### src/sv/smseq_pkg.sv
package smseq_pkg;

  // Default number of servo outputs.
  localparam int SERVO_COUNT_DEF = 5;

  // Field widths.
  localparam int TimeW  = 32;
  localparam int LevelW = 16;
  localparam int PosW   = 16;
  localparam int DwellW = 31;
  localparam int SelW   = 3;
  localparam int ModeW  = 2;
  localparam int IdxW   = 3;
  localparam int CfgW   = 31;

  // Motion modes.
  localparam logic [ModeW-1:0] MODE_SWEEP_RETURN = 2'd0;
  localparam logic [ModeW-1:0] MODE_SWEEP        = 2'd1;
  localparam logic [ModeW-1:0] MODE_WAG          = 2'd2;
  localparam logic [ModeW-1:0] MODE_GOTO         = 2'd3;

  // Register indexes.
  localparam logic [IdxW-1:0] REG_MODE      = 3'd0;
  localparam logic [IdxW-1:0] REG_THRESHOLD = 3'd1;
  localparam logic [IdxW-1:0] REG_POS_A     = 3'd2;
  localparam logic [IdxW-1:0] REG_POS_B     = 3'd3;
  localparam logic [IdxW-1:0] REG_DWELL_A   = 3'd4;
  localparam logic [IdxW-1:0] REG_DWELL_B   = 3'd5;
  localparam logic [IdxW-1:0] REG_SERVO_SEL = 3'd6;

  // Configuration register set.
  typedef struct packed {
    logic [ModeW-1:0]         mode;
    logic signed [LevelW-1:0] trigger_threshold;
    logic [PosW-1:0]          position_a;
    logic [PosW-1:0]          position_b;
    logic [DwellW-1:0]        dwell_a;
    logic [DwellW-1:0]        dwell_b;
    logic [SelW-1:0]          servo_select;
  } cfg_t;

  // One servo write produced by the motion logic.
  typedef struct packed {
    logic            hit;
    logic [SelW-1:0] servo_index;
    logic [PosW-1:0] position;
  } res_t;

endpackage

### src/sv/servo_motion_sequencer.sv
// An accepted input word is held in the input register and its result word in the
// output register. Throughput: one input word per cycle unless the output stalls;
// a tick that moves no servo gives no result. The input register, the motion logic
// and the output register form one pass, so the per-tick state update sets the rate.
// Reset (synchronous, active high) clears the configuration, the motion state
// and both pipeline valid flags.
module servo_motion_sequencer #(
  parameter int SERVO_COUNT = smseq_pkg::SERVO_COUNT_DEF
) (
  input  logic                       clk,
  input  logic                       rst,
  input  logic                       s_tvalid,
  output logic                       s_tready,
  input  logic [47:0]                s_tdata,   // now[31:0], level[47:32]
  output logic                       m_tvalid,
  input  logic                       m_tready,
  output logic [23:0]                m_tdata,   // servo_index[2:0], position[18:3], zeros
  input  logic                       cfg_we,
  input  logic [smseq_pkg::IdxW-1:0] cfg_index,
  input  logic [smseq_pkg::CfgW-1:0] cfg_data
);

  smseq_pkg::cfg_t cfg;
  smseq_pkg::res_t res;

  logic                                in_valid;
  logic [smseq_pkg::TimeW-1:0]         in_now;
  logic signed [smseq_pkg::LevelW-1:0] in_level;
  logic                                advance;
  logic                                out_valid;
  logic [smseq_pkg::SelW-1:0]          out_index;
  logic [smseq_pkg::PosW-1:0]          out_position;

  smseq_cfg u_cfg (
    .clk       (clk),
    .rst       (rst),
    .cfg_we    (cfg_we),
    .cfg_index (cfg_index),
    .cfg_data  (cfg_data),
    .cfg       (cfg)
  );

  // The held word moves on when the output register is free or being emptied.
  assign advance  = in_valid && (!out_valid || m_tready);
  assign s_tready = !in_valid || advance;

  // Input register.
  always_ff @(posedge clk) begin
    if (rst) begin
      in_valid <= 1'b0;
    end else if (s_tready) begin
      in_valid <= s_tvalid;
    end
  end

  always_ff @(posedge clk) begin
    if (s_tvalid && s_tready) begin
      in_now   <= s_tdata[31:0];
      in_level <= s_tdata[47:32];
    end
  end

  smseq_step #(
    .SERVO_COUNT (SERVO_COUNT)
  ) u_step (
    .clk   (clk),
    .rst   (rst),
    .cfg   (cfg),
    .fire  (advance),
    .now   (in_now),
    .level (in_level),
    .res   (res)
  );

  // Output register.
  always_ff @(posedge clk) begin
    if (rst) begin
      out_valid <= 1'b0;
    end else if (advance) begin
      out_valid <= res.hit;
    end else if (m_tready) begin
      out_valid <= 1'b0;
    end
  end

  always_ff @(posedge clk) begin
    if (advance) begin
      out_index    <= res.servo_index;
      out_position <= res.position;
    end
  end

  assign m_tvalid = out_valid;
  assign m_tdata  = {5'd0, out_position, out_index};

  // A word taken into an empty or moving input register is held next cycle.
  a_in_taken: assert property (@(posedge clk) disable iff (rst)
    s_tvalid && s_tready |=> in_valid)
    else $error("accepted input word lost");

  // A held word that cannot move stays held.
  a_in_kept: assert property (@(posedge clk) disable iff (rst)
    in_valid && !advance |=> in_valid)
    else $error("stalled input word dropped");

  // Results only address servos that exist.
  a_index_range: assert property (@(posedge clk) disable iff (rst)
    m_tvalid |-> ({29'd0, out_index} < 32'(SERVO_COUNT)))
    else $error("result addresses a missing servo");

  // Reset empties the output register.
  a_reset_clear: assert property (@(posedge clk)
    $past(rst) |-> !m_tvalid)
    else $error("result valid after reset");

endmodule

### src/sv/smseq_cfg.sv
module smseq_cfg (
  input  logic                         clk,
  input  logic                         rst,
  input  logic                         cfg_we,
  input  logic [smseq_pkg::IdxW-1:0]   cfg_index,
  input  logic [smseq_pkg::CfgW-1:0]   cfg_data,
  output smseq_pkg::cfg_t              cfg
);

  // Register file, written one register at a time.
  always_ff @(posedge clk) begin
    if (rst) begin
      cfg <= '0;
    end else if (cfg_we) begin
      unique case (cfg_index)
        smseq_pkg::REG_MODE:      cfg.mode <= cfg_data[smseq_pkg::ModeW-1:0];
        smseq_pkg::REG_THRESHOLD: cfg.trigger_threshold <= cfg_data[smseq_pkg::LevelW-1:0];
        smseq_pkg::REG_POS_A:     cfg.position_a <= cfg_data[smseq_pkg::PosW-1:0];
        smseq_pkg::REG_POS_B:     cfg.position_b <= cfg_data[smseq_pkg::PosW-1:0];
        smseq_pkg::REG_DWELL_A:   cfg.dwell_a <= cfg_data[smseq_pkg::DwellW-1:0];
        smseq_pkg::REG_DWELL_B:   cfg.dwell_b <= cfg_data[smseq_pkg::DwellW-1:0];
        smseq_pkg::REG_SERVO_SEL: cfg.servo_select <= cfg_data[smseq_pkg::SelW-1:0];
        default: begin
        end
      endcase
    end
  end

endmodule

### src/sv/smseq_step.sv
module smseq_step #(
  parameter int SERVO_COUNT = smseq_pkg::SERVO_COUNT_DEF
) (
  input  logic                               clk,
  input  logic                               rst,
  input  smseq_pkg::cfg_t                    cfg,
  input  logic                               fire,
  input  logic [smseq_pkg::TimeW-1:0]        now,
  input  logic signed [smseq_pkg::LevelW-1:0] level,
  output smseq_pkg::res_t                    res
);

  logic                        pending;
  logic                        active;
  logic [smseq_pkg::TimeW-1:0] start_time;
  logic [smseq_pkg::PosW-1:0]  current_position;

  logic                        pending_next;
  logic                        active_next;
  logic [smseq_pkg::TimeW-1:0] start_time_next;
  logic [smseq_pkg::PosW-1:0]  current_position_next;

  logic [smseq_pkg::TimeW-1:0] elapsed;
  logic [smseq_pkg::TimeW-1:0] dwell_sum;
  logic                        e_lt_a;
  logic                        e_lt_b;
  logic                        e_gt_sum;
  logic                        level_above;
  logic                        level_below;
  logic                        at_a;
  logic                        at_b;
  logic                        hit;
  logic [smseq_pkg::PosW-1:0]  pos;
  logic                        in_range;

  // Wrapping elapsed time and the dwell compares.
  assign elapsed     = now - start_time;
  assign dwell_sum   = {1'b0, cfg.dwell_a} + {1'b0, cfg.dwell_b};
  assign e_lt_a      = elapsed < {1'b0, cfg.dwell_a};
  assign e_lt_b      = elapsed < {1'b0, cfg.dwell_b};
  assign e_gt_sum    = elapsed > dwell_sum;
  assign level_above = cfg.trigger_threshold < level;
  assign level_below = level < cfg.trigger_threshold;
  assign at_a        = current_position == cfg.position_a;
  assign at_b        = current_position == cfg.position_b;

  // Per-tick motion decision.
  always_comb begin
    pending_next          = pending;
    active_next           = active;
    start_time_next       = start_time;
    current_position_next = current_position;
    hit                   = 1'b0;
    pos                   = cfg.position_a;
    unique case (cfg.mode)
      smseq_pkg::MODE_SWEEP_RETURN: begin
        if (pending) begin
          if (!e_lt_a) begin
            hit = 1'b1;
            if (e_gt_sum) begin
              pending_next = 1'b0;
            end else begin
              pos = cfg.position_b;
            end
          end
        end else if (level_above) begin
          pending_next    = 1'b1;
          active_next     = 1'b0;
          start_time_next = now;
        end
      end
      smseq_pkg::MODE_SWEEP: begin
        if (pending) begin
          if (at_a) begin
            if (!e_lt_a) begin
              hit                   = 1'b1;
              pos                   = cfg.position_b;
              current_position_next = cfg.position_b;
              pending_next          = 1'b0;
            end
          end else if (!e_lt_b) begin
            hit                   = 1'b1;
            current_position_next = cfg.position_a;
            pending_next          = 1'b0;
          end
        end else if (level_above) begin
          pending_next    = 1'b1;
          active_next     = 1'b0;
          start_time_next = now;
          if (!at_a && !at_b) begin
            hit                   = 1'b1;
            current_position_next = cfg.position_a;
          end
        end
      end
      smseq_pkg::MODE_WAG: begin
        if (active) begin
          if (level_below) begin
            active_next = 1'b0;
          end else if (at_a) begin
            if (!e_lt_a) begin
              hit                   = 1'b1;
              pos                   = cfg.position_b;
              start_time_next       = now;
              current_position_next = cfg.position_b;
            end
          end else if (!e_lt_b) begin
            hit                   = 1'b1;
            start_time_next       = now;
            current_position_next = cfg.position_a;
          end
        end else if (level_above) begin
          active_next     = 1'b1;
          start_time_next = now;
        end
      end
      smseq_pkg::MODE_GOTO: begin
        if (pending) begin
          if (!e_lt_a) begin
            hit          = 1'b1;
            pending_next = 1'b0;
          end
        end else if (level_above) begin
          pending_next    = 1'b1;
          start_time_next = now;
        end
      end
      default: begin
      end
    endcase
  end

  // A write to a servo that does not exist goes nowhere.
  assign in_range = {29'd0, cfg.servo_select} < 32'(SERVO_COUNT);

  assign res.hit         = hit && in_range;
  assign res.servo_index = cfg.servo_select;
  assign res.position    = pos;

  // Motion state, updated once per word.
  always_ff @(posedge clk) begin
    if (rst) begin
      pending          <= 1'b0;
      active           <= 1'b0;
      start_time       <= '0;
      current_position <= '0;
    end else if (fire) begin
      pending          <= pending_next;
      active           <= active_next;
      start_time       <= start_time_next;
      current_position <= current_position_next;
    end
  end

endmodule
### config.mk
export PLATFORM = sky130hd
export DESIGN_NAME = servo_motion_sequencer
export DESIGN_NICKNAME = d
export VERILOG_FILES = /design/src/sv/smseq_pkg.sv /design/src/sv/servo_motion_sequencer.sv /design/src/sv/smseq_cfg.sv /design/src/sv/smseq_step.sv
export SDC_FILE = /design/constraint.sdc
export NUM_CORES = 1
export LEC_CHECK = 0
export ABC_AREA = 1
export CAP_MARGIN = 30
export CORE_MARGIN = 2
export CORE_UTILIZATION = 50
export CTS_BUF_LIST = sky130_fd_sc_hd__clkbuf_8
export DETAILED_ROUTE_END_ITERATION = 10
export DONT_BUFFER_PORTS = 1
export PLACE_DENSITY = 0.67
export SKIP_CTS_REPAIR_TIMING = 1
export SLEW_MARGIN = 25
export SYNTH_ARGS = -nofsm -noshare
export SYNTH_HDL_FRONTEND = slang
export SYNTH_SLANG_ARGS = --single-unit
export TNS_END_PERCENT = 50
### constraint.sdc
create_clock -name clk -period 10.06 [get_ports clk]
set_clock_uncertainty 0.05 [all_clocks]
set_input_delay 0.503 -clock clk [delete_from_list [all_inputs] [get_ports clk]]
set_output_delay 0.503 -clock clk [all_outputs]
set_load 0.01 [all_outputs]
==> results.yml, run 1 <==
run_status:
  status: "finished clean"
floorplanning:
  dieWidth_um: 184
  core_sq_um: 31700
  die-area_sq_um: 33800
  die_height_um: 184
  rows: 65
  ios: 113
  initial_utilization: 0.511
global_routing:
  grt_pass1_wl_mm: 73.4
  grtUsageTotal: 0.269
  grt_max_degree: 82
  grt-ovfl-total: 0
  antenna_found_initial: 0
  grt_pass1_vias: 14400
sta:
  rsz0062_at_grt: "false"
  finalCriticalPeriod_ns: 5.88
  slew_viol_final: 0
  worst_pin_slew_ns: 1.05
  hold_viol: 0
  tns_ns: 0
  fin_hold_ws_ns: 0.00854
  finalSetupViolCount: 0
  fmax_mhz: 170
  slew_headroom: 0.294
  timing.final.crit_share: 0.584
place:
  dpl.hpwl_mm: 31.7
  gp_congestion: 0.883
  numPortBuffers: 0
clocking:
  clock_path_buffers: 3
  clk_latency_ns: 0.59
  clk_pin_slew_ns: 0.06
  clkSinkCount: 234
  h-tree-depth: 2
  root_buffer: "clkbuf_8"
  cts_tree: "built"
  numCtsBuffers: 45
synth:
  yosys_warnings: 0
  synthFlopType: "dfxtp_1"
  yosysUniqueCellTypes: 48
  synth_edf_count: 67
  async_reset_ff_frac: 0
  ys_seq_elements: 234
  syn_avg_cell_area_sq_um: 7.19
  netlist_area_sq_um: 16200
  synthCells: 2253
  ys_seq_area_frac: 0.331
job:
  cap_violations: 0
detailed_routing:
  vias: 15200
  wl_mm: 45.7
  drcViolationCount: 0
  drtAntennaViolNets: 0
  drtIter0Drc: 1026
  drt_first_pass_iters: 5
  routedWlPerCell_um: 16.8
  viasPerCell: 5.60
worst_hold_path:
  hold_start: "cfg_data[0]"
  hold_class: "in -> reg"
cells_and_area:
  fillCellCount: 3021
  final_cell_mix: "390 x nand2_1, 342 x a21oi_1, 281 x inv_1"
  drive_gt1_frac: 0.0489
  final_common_cell: "nand2_1"
  diodes: 0
  syn_to_final_growth_pct: 10.7
  final_nets: 2537
critical_path:
  crit_path_start_kind: "register"
  crit_type: "reg -> reg"
  cp-end-kind: "register"
  cp_max_fo: 18
  critPathArrivalTime_ns: 6.25
  startpoint: "in_now[0]"
  rr_startpoint: "in_now[0]"
  cp_data_required_time_ns: 10.44
pwr:
  vdd_ir_drop_max_mv: 0.112
  power_density_nw_per_um2: 162
  leakage_uw: 0.00785
==> logic make-up after synthesis <==
kind of cell	share of synthesized area
other	0.000232
xor gates and xnor gates	0.0411
and+or+nand+nor	0.218
DFF	0.331
AOI/OAI and AO/OA	0.184
adders and majority gates	0.135
buffers and inverters	0.0910
==> path summary, 6_finish.rpt <==
path | slack [ns] | endpoint | depth (start not counted)
worst min-delay path | 0.009 | u_cfg.cfg[0] | 2
worst min register to register | 0.41 | u_cfg.cfg[109] | 2
worst max-delay path | 4.18 | out_position[4] | 26
worst max register to register | 4.18 | out_position[4] | 26
==> power breakdown <==
part,total (uW),internal (uW),switching [uW]
clock network,983,533,450
logic,867,307,560
registers,1050,1020,32.6
==> cell usage after synthesis, drive strengths merged, types with 10 or more instances <==
cell / n / area [sq um]
buf: 26 / 160
inv: 275 / 1030
dfxtp: 167 / 3340
xor2: 49 / 429
nor3: 14 / 96.4
nor2: 190 / 713
a31oi: 10 / 68.8
ha: 172 / 2150
nand2: 401 / 1540
a21oi: 343 / 1720
nand4: 34 / 213
o21ai: 173 / 870
clkbuf: 69 / 259
nand3: 172 / 881
edfxtp: 67 / 2010
xnor2: 27 / 236
==> per-layer routing <==
| layer | track usage | wire, um | up-vias |
|---|---|---|---|
| li1 | - | - | 7635 |
| met1 | 0.357 | 20100 | 6999 |
| met2 | 0.447 | 21100 | 480 |
| met3 | 0.0394 | 3210 | 83 |
| met4 | 0.0950 | 1310 | 0 |
| met5 | 0 | 0 | - |
==> flip-flops by register name (all words and copies together) (netlist names) <==
| signal | count |
|---|---|
| u_step.active | 1 |
| out_position | 16 |
| out_index | 3 |
| u_step.start_time | 32 |
| u_step.current_position | 16 |
| u_step.pending | 1 |
| u_cfg.cfg | 115 |
| in_level | 16 |
| in_valid | 1 |
| m_tvalid | 1 |
| in_now | 32 |
==> critical path, cell delays in order, from the launching register on <==
cell and delay, ns:
edfxtp_1 0.35, inv_1 0.08, ha_1 0.17, inv_2 0.07, fa_1 0.42, nand3_1 0.10, nand2_1 0.10, nand2_1 0.08
nand2_1 0.08, a21boi_1 0.19, o21ai_0 0.16, a21boi_1 0.26, o21ai_1 0.19, a21boi_1 0.24, o21ai_0 0.16, a21oi_1 0.19
xor2_1 0.38, ha_1 0.22, nand4_1 0.10, nor4_1 0.37, nand4_1 0.17, nand3b_1 0.21, nand2_2 0.40, nand3_2 0.50
nand2_1 0.18, nand3_1 0.08, a21oi_1 0.18
==> stage by stage <==
step           worst slack (ns)  cells  total power (uW)   util  area [sq um]
6_report                   4.18   2715              2900  0.565         17900
5_1_grt                    3.57   2715              3100  0.565         17900
4_1_cts                    4.22   2660              2890  0.547         17400
3_5_place_dp               4.25   2576              1910  0.518         16400
3_3_place_gp               4.36   2575              1880  0.517         16400
2_1_floorplan              5.49   2257              1710      -         16200
==> layout make-up <==
cell class / instances / area, sq um / share of cell area
clock inverters: 35 / 248 / 0.0138
well taps: 402 / 503 / 0.0281
flip-flops and latches: 234 / 5360 / 0.299
inverters: 281 / 1060 / 0.0589
repair buffers: 67 / 682 / 0.0380
clock buffers: 49 / 674 / 0.0376
multi-input cells: 1647 / 9400 / 0.525
Power figures use the tool's default switching activity.
==> inputs of run 2 (changes only) <==
--- a/config.mk
+++ b/config.mk
@@ -12,7 +12,7 @@
 export CTS_BUF_LIST = sky130_fd_sc_hd__clkbuf_8
 export DETAILED_ROUTE_END_ITERATION = 10
 export DONT_BUFFER_PORTS = 1
-export PLACE_DENSITY = 0.67
+export PLACE_DENSITY = 0.7
 export SKIP_CTS_REPAIR_TIMING = 1
 export SLEW_MARGIN = 25
 export SYNTH_ARGS = -nofsm -noshare
==> constraint.sdc (replaced) <==
create_clock -name clk -period 4.9 [get_ports clk]
set_clock_uncertainty 0.05 [all_clocks]
set_input_delay 0.245 -clock clk [delete_from_list [all_inputs] [get_ports clk]]
set_output_delay 0.245 -clock clk [all_outputs]
set_load 0.01 [all_outputs]
==> run 2 against run 1 <==
The run now ends with hold timing, setup timing left. Clock power up 98%. Sequential power up 110%. Cell area up 6.7%. Routed wire length up 1.4%. Worst setup slack worse by 4.2 ns. Final cell count up 2.8%. Global-route usage down 0.68 points. Register-to-register slack worse by 4.2 ns. Utilization up 3.8 points. Non-clock buffer count up 81. Sequential share of layout area down 1.9 points. Critical path type unchanged. Critical endpoint is now out_position[3].
==> results.yml, run 2 (same netlist as run 1, synthesis figures left out) <==
detailed_routing:
  viasPerCell: 5.57
  vias: 15600
  wl_mm: 46.3
  routedWlPerCell_um: 16.6
  drtIter0Drc: 1169
  drcViolationCount: 0
  drt_first_pass_iters: 5
  drtAntennaViolNets: 0
place:
  placed_cells: 2611
  numPortBuffers: 0
  dp_slack_ns: -0.500
  gp_congestion: 0.938
  dpl.hpwl_mm: 31.6
floorplanning:
  dieWidth_um: 184
  ios: 113
  rows: 65
  die-area_sq_um: 33800
  die_height_um: 184
  core_sq_um: 31700
  initial_utilization: 0.511
pwr:
  power_uw: 6110
  vdd_ir_drop_max_mv: 0.226
  leakage_uw: 0.00825
  power_density_nw_per_um2: 320
critical_path:
  cp_max_fo: 8
  crit_path_top_delay_cell: "edfxtp_1"
  max_stage_delay_ns: 0.38
  crit_path_start_kind: "register"
  crit_path_frequent_cell: "nand2_2"
  critPathArrivalTime_ns: 5.37
  cp-end-kind: "register"
  regToRegSetupSlack_ns: -0.06
  crit_type: "reg -> reg"
  cp_data_required_time_ns: 5.31
clocking:
  cts_tree: "built"
  h-tree-depth: 2
  root_buffer: "clkbuf_8"
  clk_pin_slew_ns: 0.06
  clk_latency_ns: 0.61
  clkSinkCount: 234
  clock_path_buffers: 3
  numCtsBuffers: 43
cells_and_area:
  largest_reg_flops: 115
  drive_gt1_frac: 0.102
  regMostFlops: "u_cfg.cfg"
  final_cell_mix: "380 x nand2_1, 317 x a21oi_1, 281 x inv_1"
  final_common_cell: "nand2_1"
  syn_to_final_growth_pct: 18.1
  layout.cells.non_filler: 2792
  final_nets: 2616
  top_regs: "u_cfg.cfg (115), in_now (32), u_step.start_time (32)"
global_routing:
  antenna_found_initial: 2
  grt-ovfl-total: 0
  grt_max_degree: 89
  grtUsageTotal: 0.262
  grt_pass1_wl_mm: 71.7
  grt_pass1_vias: 14300
sta:
  fmax_mhz: 202
  timing.final.crit_share: 1.01
  rsz0062_at_grt: "true"
  finalSetupViolCount: 16
  finalCriticalPeriod_ns: 4.96
  slew_viol_final: 0
  hold_viol: 3
  fin_hold_ws_ns: -0.0351
  setup_ws_ns: -0.0555
  slew_headroom: 0.289
  worst_pin_slew_ns: 1.06
job:
  cap_violations: 0
run_status:
  status: "finished, violations left"
  violations: "hold timing, setup timing"
worst_hold_path:
  hold_class: "in -> reg"
[run 2: power by group]
group | switching [uW] | total [uW] | internal [uW]
clock network | 892 | 1950 | 1060
logic | 1240 | 2010 | 770
registers | 67.9 | 2160 | 2090
[run 2: final timing paths]
check / end / depth (start not counted) / startpoint
max: out_position[3] / 28 / in_now[0]
max reg2reg: out_position[3] / 28 / in_now[0]
min reg2reg: out_index[0] / 0 / u_cfg.cfg[0]
min: u_cfg.cfg[3] / 4 / cfg_index[0]
[run 2: area by class of cell]
cell class / instances / area, sq um
antenna: 1 / 2.50
clock buffer: 51 / 702
clock inverter: 28 / 184
fill: 2790 / 12600
inverter: 281 / 1060
multi-input combinational: 1647 / 9870
sequential: 234 / 5360
tap: 402 / 503
timing repair buffer: 148 / 1450
[run 2: per-stage QoR]
step	cell area, sq um	utilization	TNS (ns)
finish	19100	0.603	-0.426
floorplan	16200	-	0
global route	19100	0.603	-7.22
detailed placement	16700	0.528	-11.37
CTS	17600	0.556	-10.64
global placement	16700	0.526	-5.38
[run 2: worst max-delay path: cells and delay by family (launching register included)]
family                     cells  cell delay [ns]
AOI/OAI and AO/OA              8             1.31
and+or+nand+nor               12             1.67
adders and majority gates      3             0.68
buffers and inverters          4             0.49
DFF                            1             0.38
xor gates and xnor gates       1             0.25
[run 2: routing by layer]
layer	share of wire	vias to the layer above	global-route usage
met5	0	-	0
met4	0.029	0	0.0918
met3	0.067	87	0.0430
met2	0.47	488	0.445
met1	0.43	7204	0.338
li1	-	7781	-
==> inputs of run 3 (changes only) <==
--- a/config.mk
+++ b/config.mk
@@ -12,6 +12,7 @@
 export CTS_BUF_LIST = sky130_fd_sc_hd__clkbuf_8
 export DETAILED_ROUTE_END_ITERATION = 10
 export DONT_BUFFER_PORTS = 1
+export GPL_TIMING_DRIVEN = 0
 export PLACE_DENSITY = 0.7
 export SKIP_CTS_REPAIR_TIMING = 1
 export SLEW_MARGIN = 25
==> run 3 against run 2 <==
Sequential power is essentially flat. Register-to-register slack lost 0.05 ns. First-iteration DRC count grew 1.6%. Final cell count grew 2.5%. The flow still finishes with violations (hold timing, setup timing). Maximum frequency shrank 1.1%. Total power grew 3.4%. Non-clock buffer count grew 63. Routed wire length grew 10%. Critical path type unchanged. Utilization grew 1.1 points. Clock-buffer cell count grew 4. Combinational power grew 3%.
==> results.yml, run 3 (same netlist as run 1, synthesis figures left out) <==
sta:
  finalSetupViolCount: 16
  finalCriticalPeriod_ns: 5.01
  fin_hold_ws_ns: -0.0738
  slew_headroom: 0.453
  hold_viol: 6
  rsz0062_at_grt: "true"
  timing.final.crit_share: 1.02
  setup_ws_ns: -0.110
  slew_viol_final: 0
  worst_pin_slew_ns: 0.815
  fmax_mhz: 200
  tns_ns: -1.06
detailed_routing:
  vias: 16300
  wl_mm: 51.2
  routedWlPerCell_um: 17.9
  drcViolationCount: 0
  drtIter0Drc: 1188
  drt_first_pass_iters: 5
  drtAntennaViolNets: 0
  viasPerCell: 5.70
floorplanning:
  dieWidth_um: 184
  initial_utilization: 0.511
  ios: 113
  die-area_sq_um: 33800
  core_sq_um: 31700
  rows: 65
  die_height_um: 184
cells_and_area:
  drive_gt1_frac: 0.0973
  regMostFlops: "u_cfg.cfg"
  top_regs: "u_cfg.cfg (115), in_now (32), u_step.start_time (32)"
  syn_to_final_growth_pct: 20.3
  final_common_cell: "nand2_1"
  fillCellCount: 2852
  postLayoutCellArea_sq_um: 19500
  final_nets: 2682
  final_cell_mix: "382 x nand2_1, 312 x a21oi_1, 280 x inv_1"
  largest_reg_flops: 115
pwr:
  sw_frac_of_total: 0.357
  power_uw: 6320
  vdd_ir_drop_max_mv: 0.376
  power_density_nw_per_um2: 324
  leakage_uw: 0.00837
  power_frac_seq: 0.342
  power.switching_uw: 2260
  p_comb_frac: 0.330
  clockPowerShare: 0.328
  p_int_uw: 4070
clocking:
  h-tree-depth: 2
  root_buffer: "clkbuf_8"
  clk_pin_slew_ns: 0.07
  numCtsBuffers: 44
  clkSinkCount: 234
  clk_latency_ns: 0.64
  clock_path_buffers: 3
  cts_tree: "built"
place:
  gp_congestion: 0.965
  dpl.hpwl_mm: 37.2
  numPortBuffers: 0
  dp_slack_ns: -1.10
  postPlaceCellArea_sq_um: 16700
global_routing:
  grtUsageTotal: 0.286
  grt-ovfl-total: 0
  grt_pass1_vias: 15200
  grt_pass1_wl_mm: 76.5
  antenna_found_initial: 3
  grt_max_degree: 32
critical_path:
  critPathArrivalTime_ns: 5.42
  cp_max_fo: 8
  cp-end-kind: "register"
  cp_data_required_time_ns: 5.31
  max_stage_delay_ns: 0.40
  crit_type: "reg -> reg"
  crit_path_top_delay_cell: "edfxtp_1"
  crit_path_start_kind: "register"
job:
  cap_violations: 0
run_status:
  violations: "hold timing, setup timing"
  status: "finished, violations left"
worst_hold_path:
  hold_class: "in -> reg"
[run 3: changes by cell type in the layout (fill, tap and decap cells not counted), moves of 4 or more]
cell | before | now
a21oi_1 | 317 | 312
buf_8 | 2 | 6
clkbuf_8 | 51 | 55
buf_6 | 0 | 11
clkbuf_1 | 0 | 69
buf_4 | 54 | 29
a21oi_2 | 25 | 30
ha_1 | 154 | 160
nand2_2 | 16 | 12
ha_4 | 16 | 10
[run 3: per-layer routing]
| metal | routed length, um | global-route usage |
|---|---|---|
| met3 | 3190 | 0.0416 |
| met4 | 2480 | 0.162 |
| met5 | 11 | 0 |
| met2 | 24600 | 0.489 |
| met1 | 20900 | 0.344 |
[run 3: power by group through the flow]
stage / Clock (uW) / Sequential (uW) / Combinational (uW)
floorplan: 0 / 2180 / 1330
global placement: 0 / 2200 / 1720
detailed placement: 0 / 2200 / 1770
CTS: 2120 / 2160 / 1780
global route: 2200 / 2170 / 2340
finish: 2070 / 2160 / 2080
[run 3: path summary, 6_finish.rpt]
check                               startpoint         endpoint  slack, ns  depth (start not counted)
worst min register to register  u_cfg.cfg[105]   u_cfg.cfg[105]       0.41                          2
worst max-delay path                 in_now[0]  out_position[7]      -0.11                         27
worst min-delay path              cfg_index[0]    u_cfg.cfg[97]      -0.07                          4
worst max register to register       in_now[0]  out_position[7]      -0.11                         27
[run 3: final cells by class]
class	instances	area, sq um	area share
tap	402	503	0.0258
sequential	234	5360	0.275
multi-input combinational	1649	9910	0.509
buffer	95	510	0.0262
timing repair buffer	116	1190	0.0609
inverter	281	1060	0.0542
clock inverter	26	198	0.0101
antenna	3	7.51	0.000385
clock buffer	55	757	0.0388
[run 3: stage by stage]
stage / std cells / utilization
6_report: 2861 / 0.614
5_1_grt: 2860 / 0.614
4_1_cts: 2741 / 0.558
3_5_place_dp: 2660 / 0.528
3_3_place_gp: 2659 / 0.527
2_1_floorplan: 2257 / -
[run 3: worst max-delay path: cells and delay by family (launching register included)]
kind                     cells  cell delay, ns
AND/OR/NAND/NOR             12            1.71
flip-flops                   1            0.40
XOR/XNOR                     1            0.13
buffers and inverters        3            0.36
AO/OA/AOI/OAI                8            1.41
adder cells (fa/ha/maj)      3            0.81
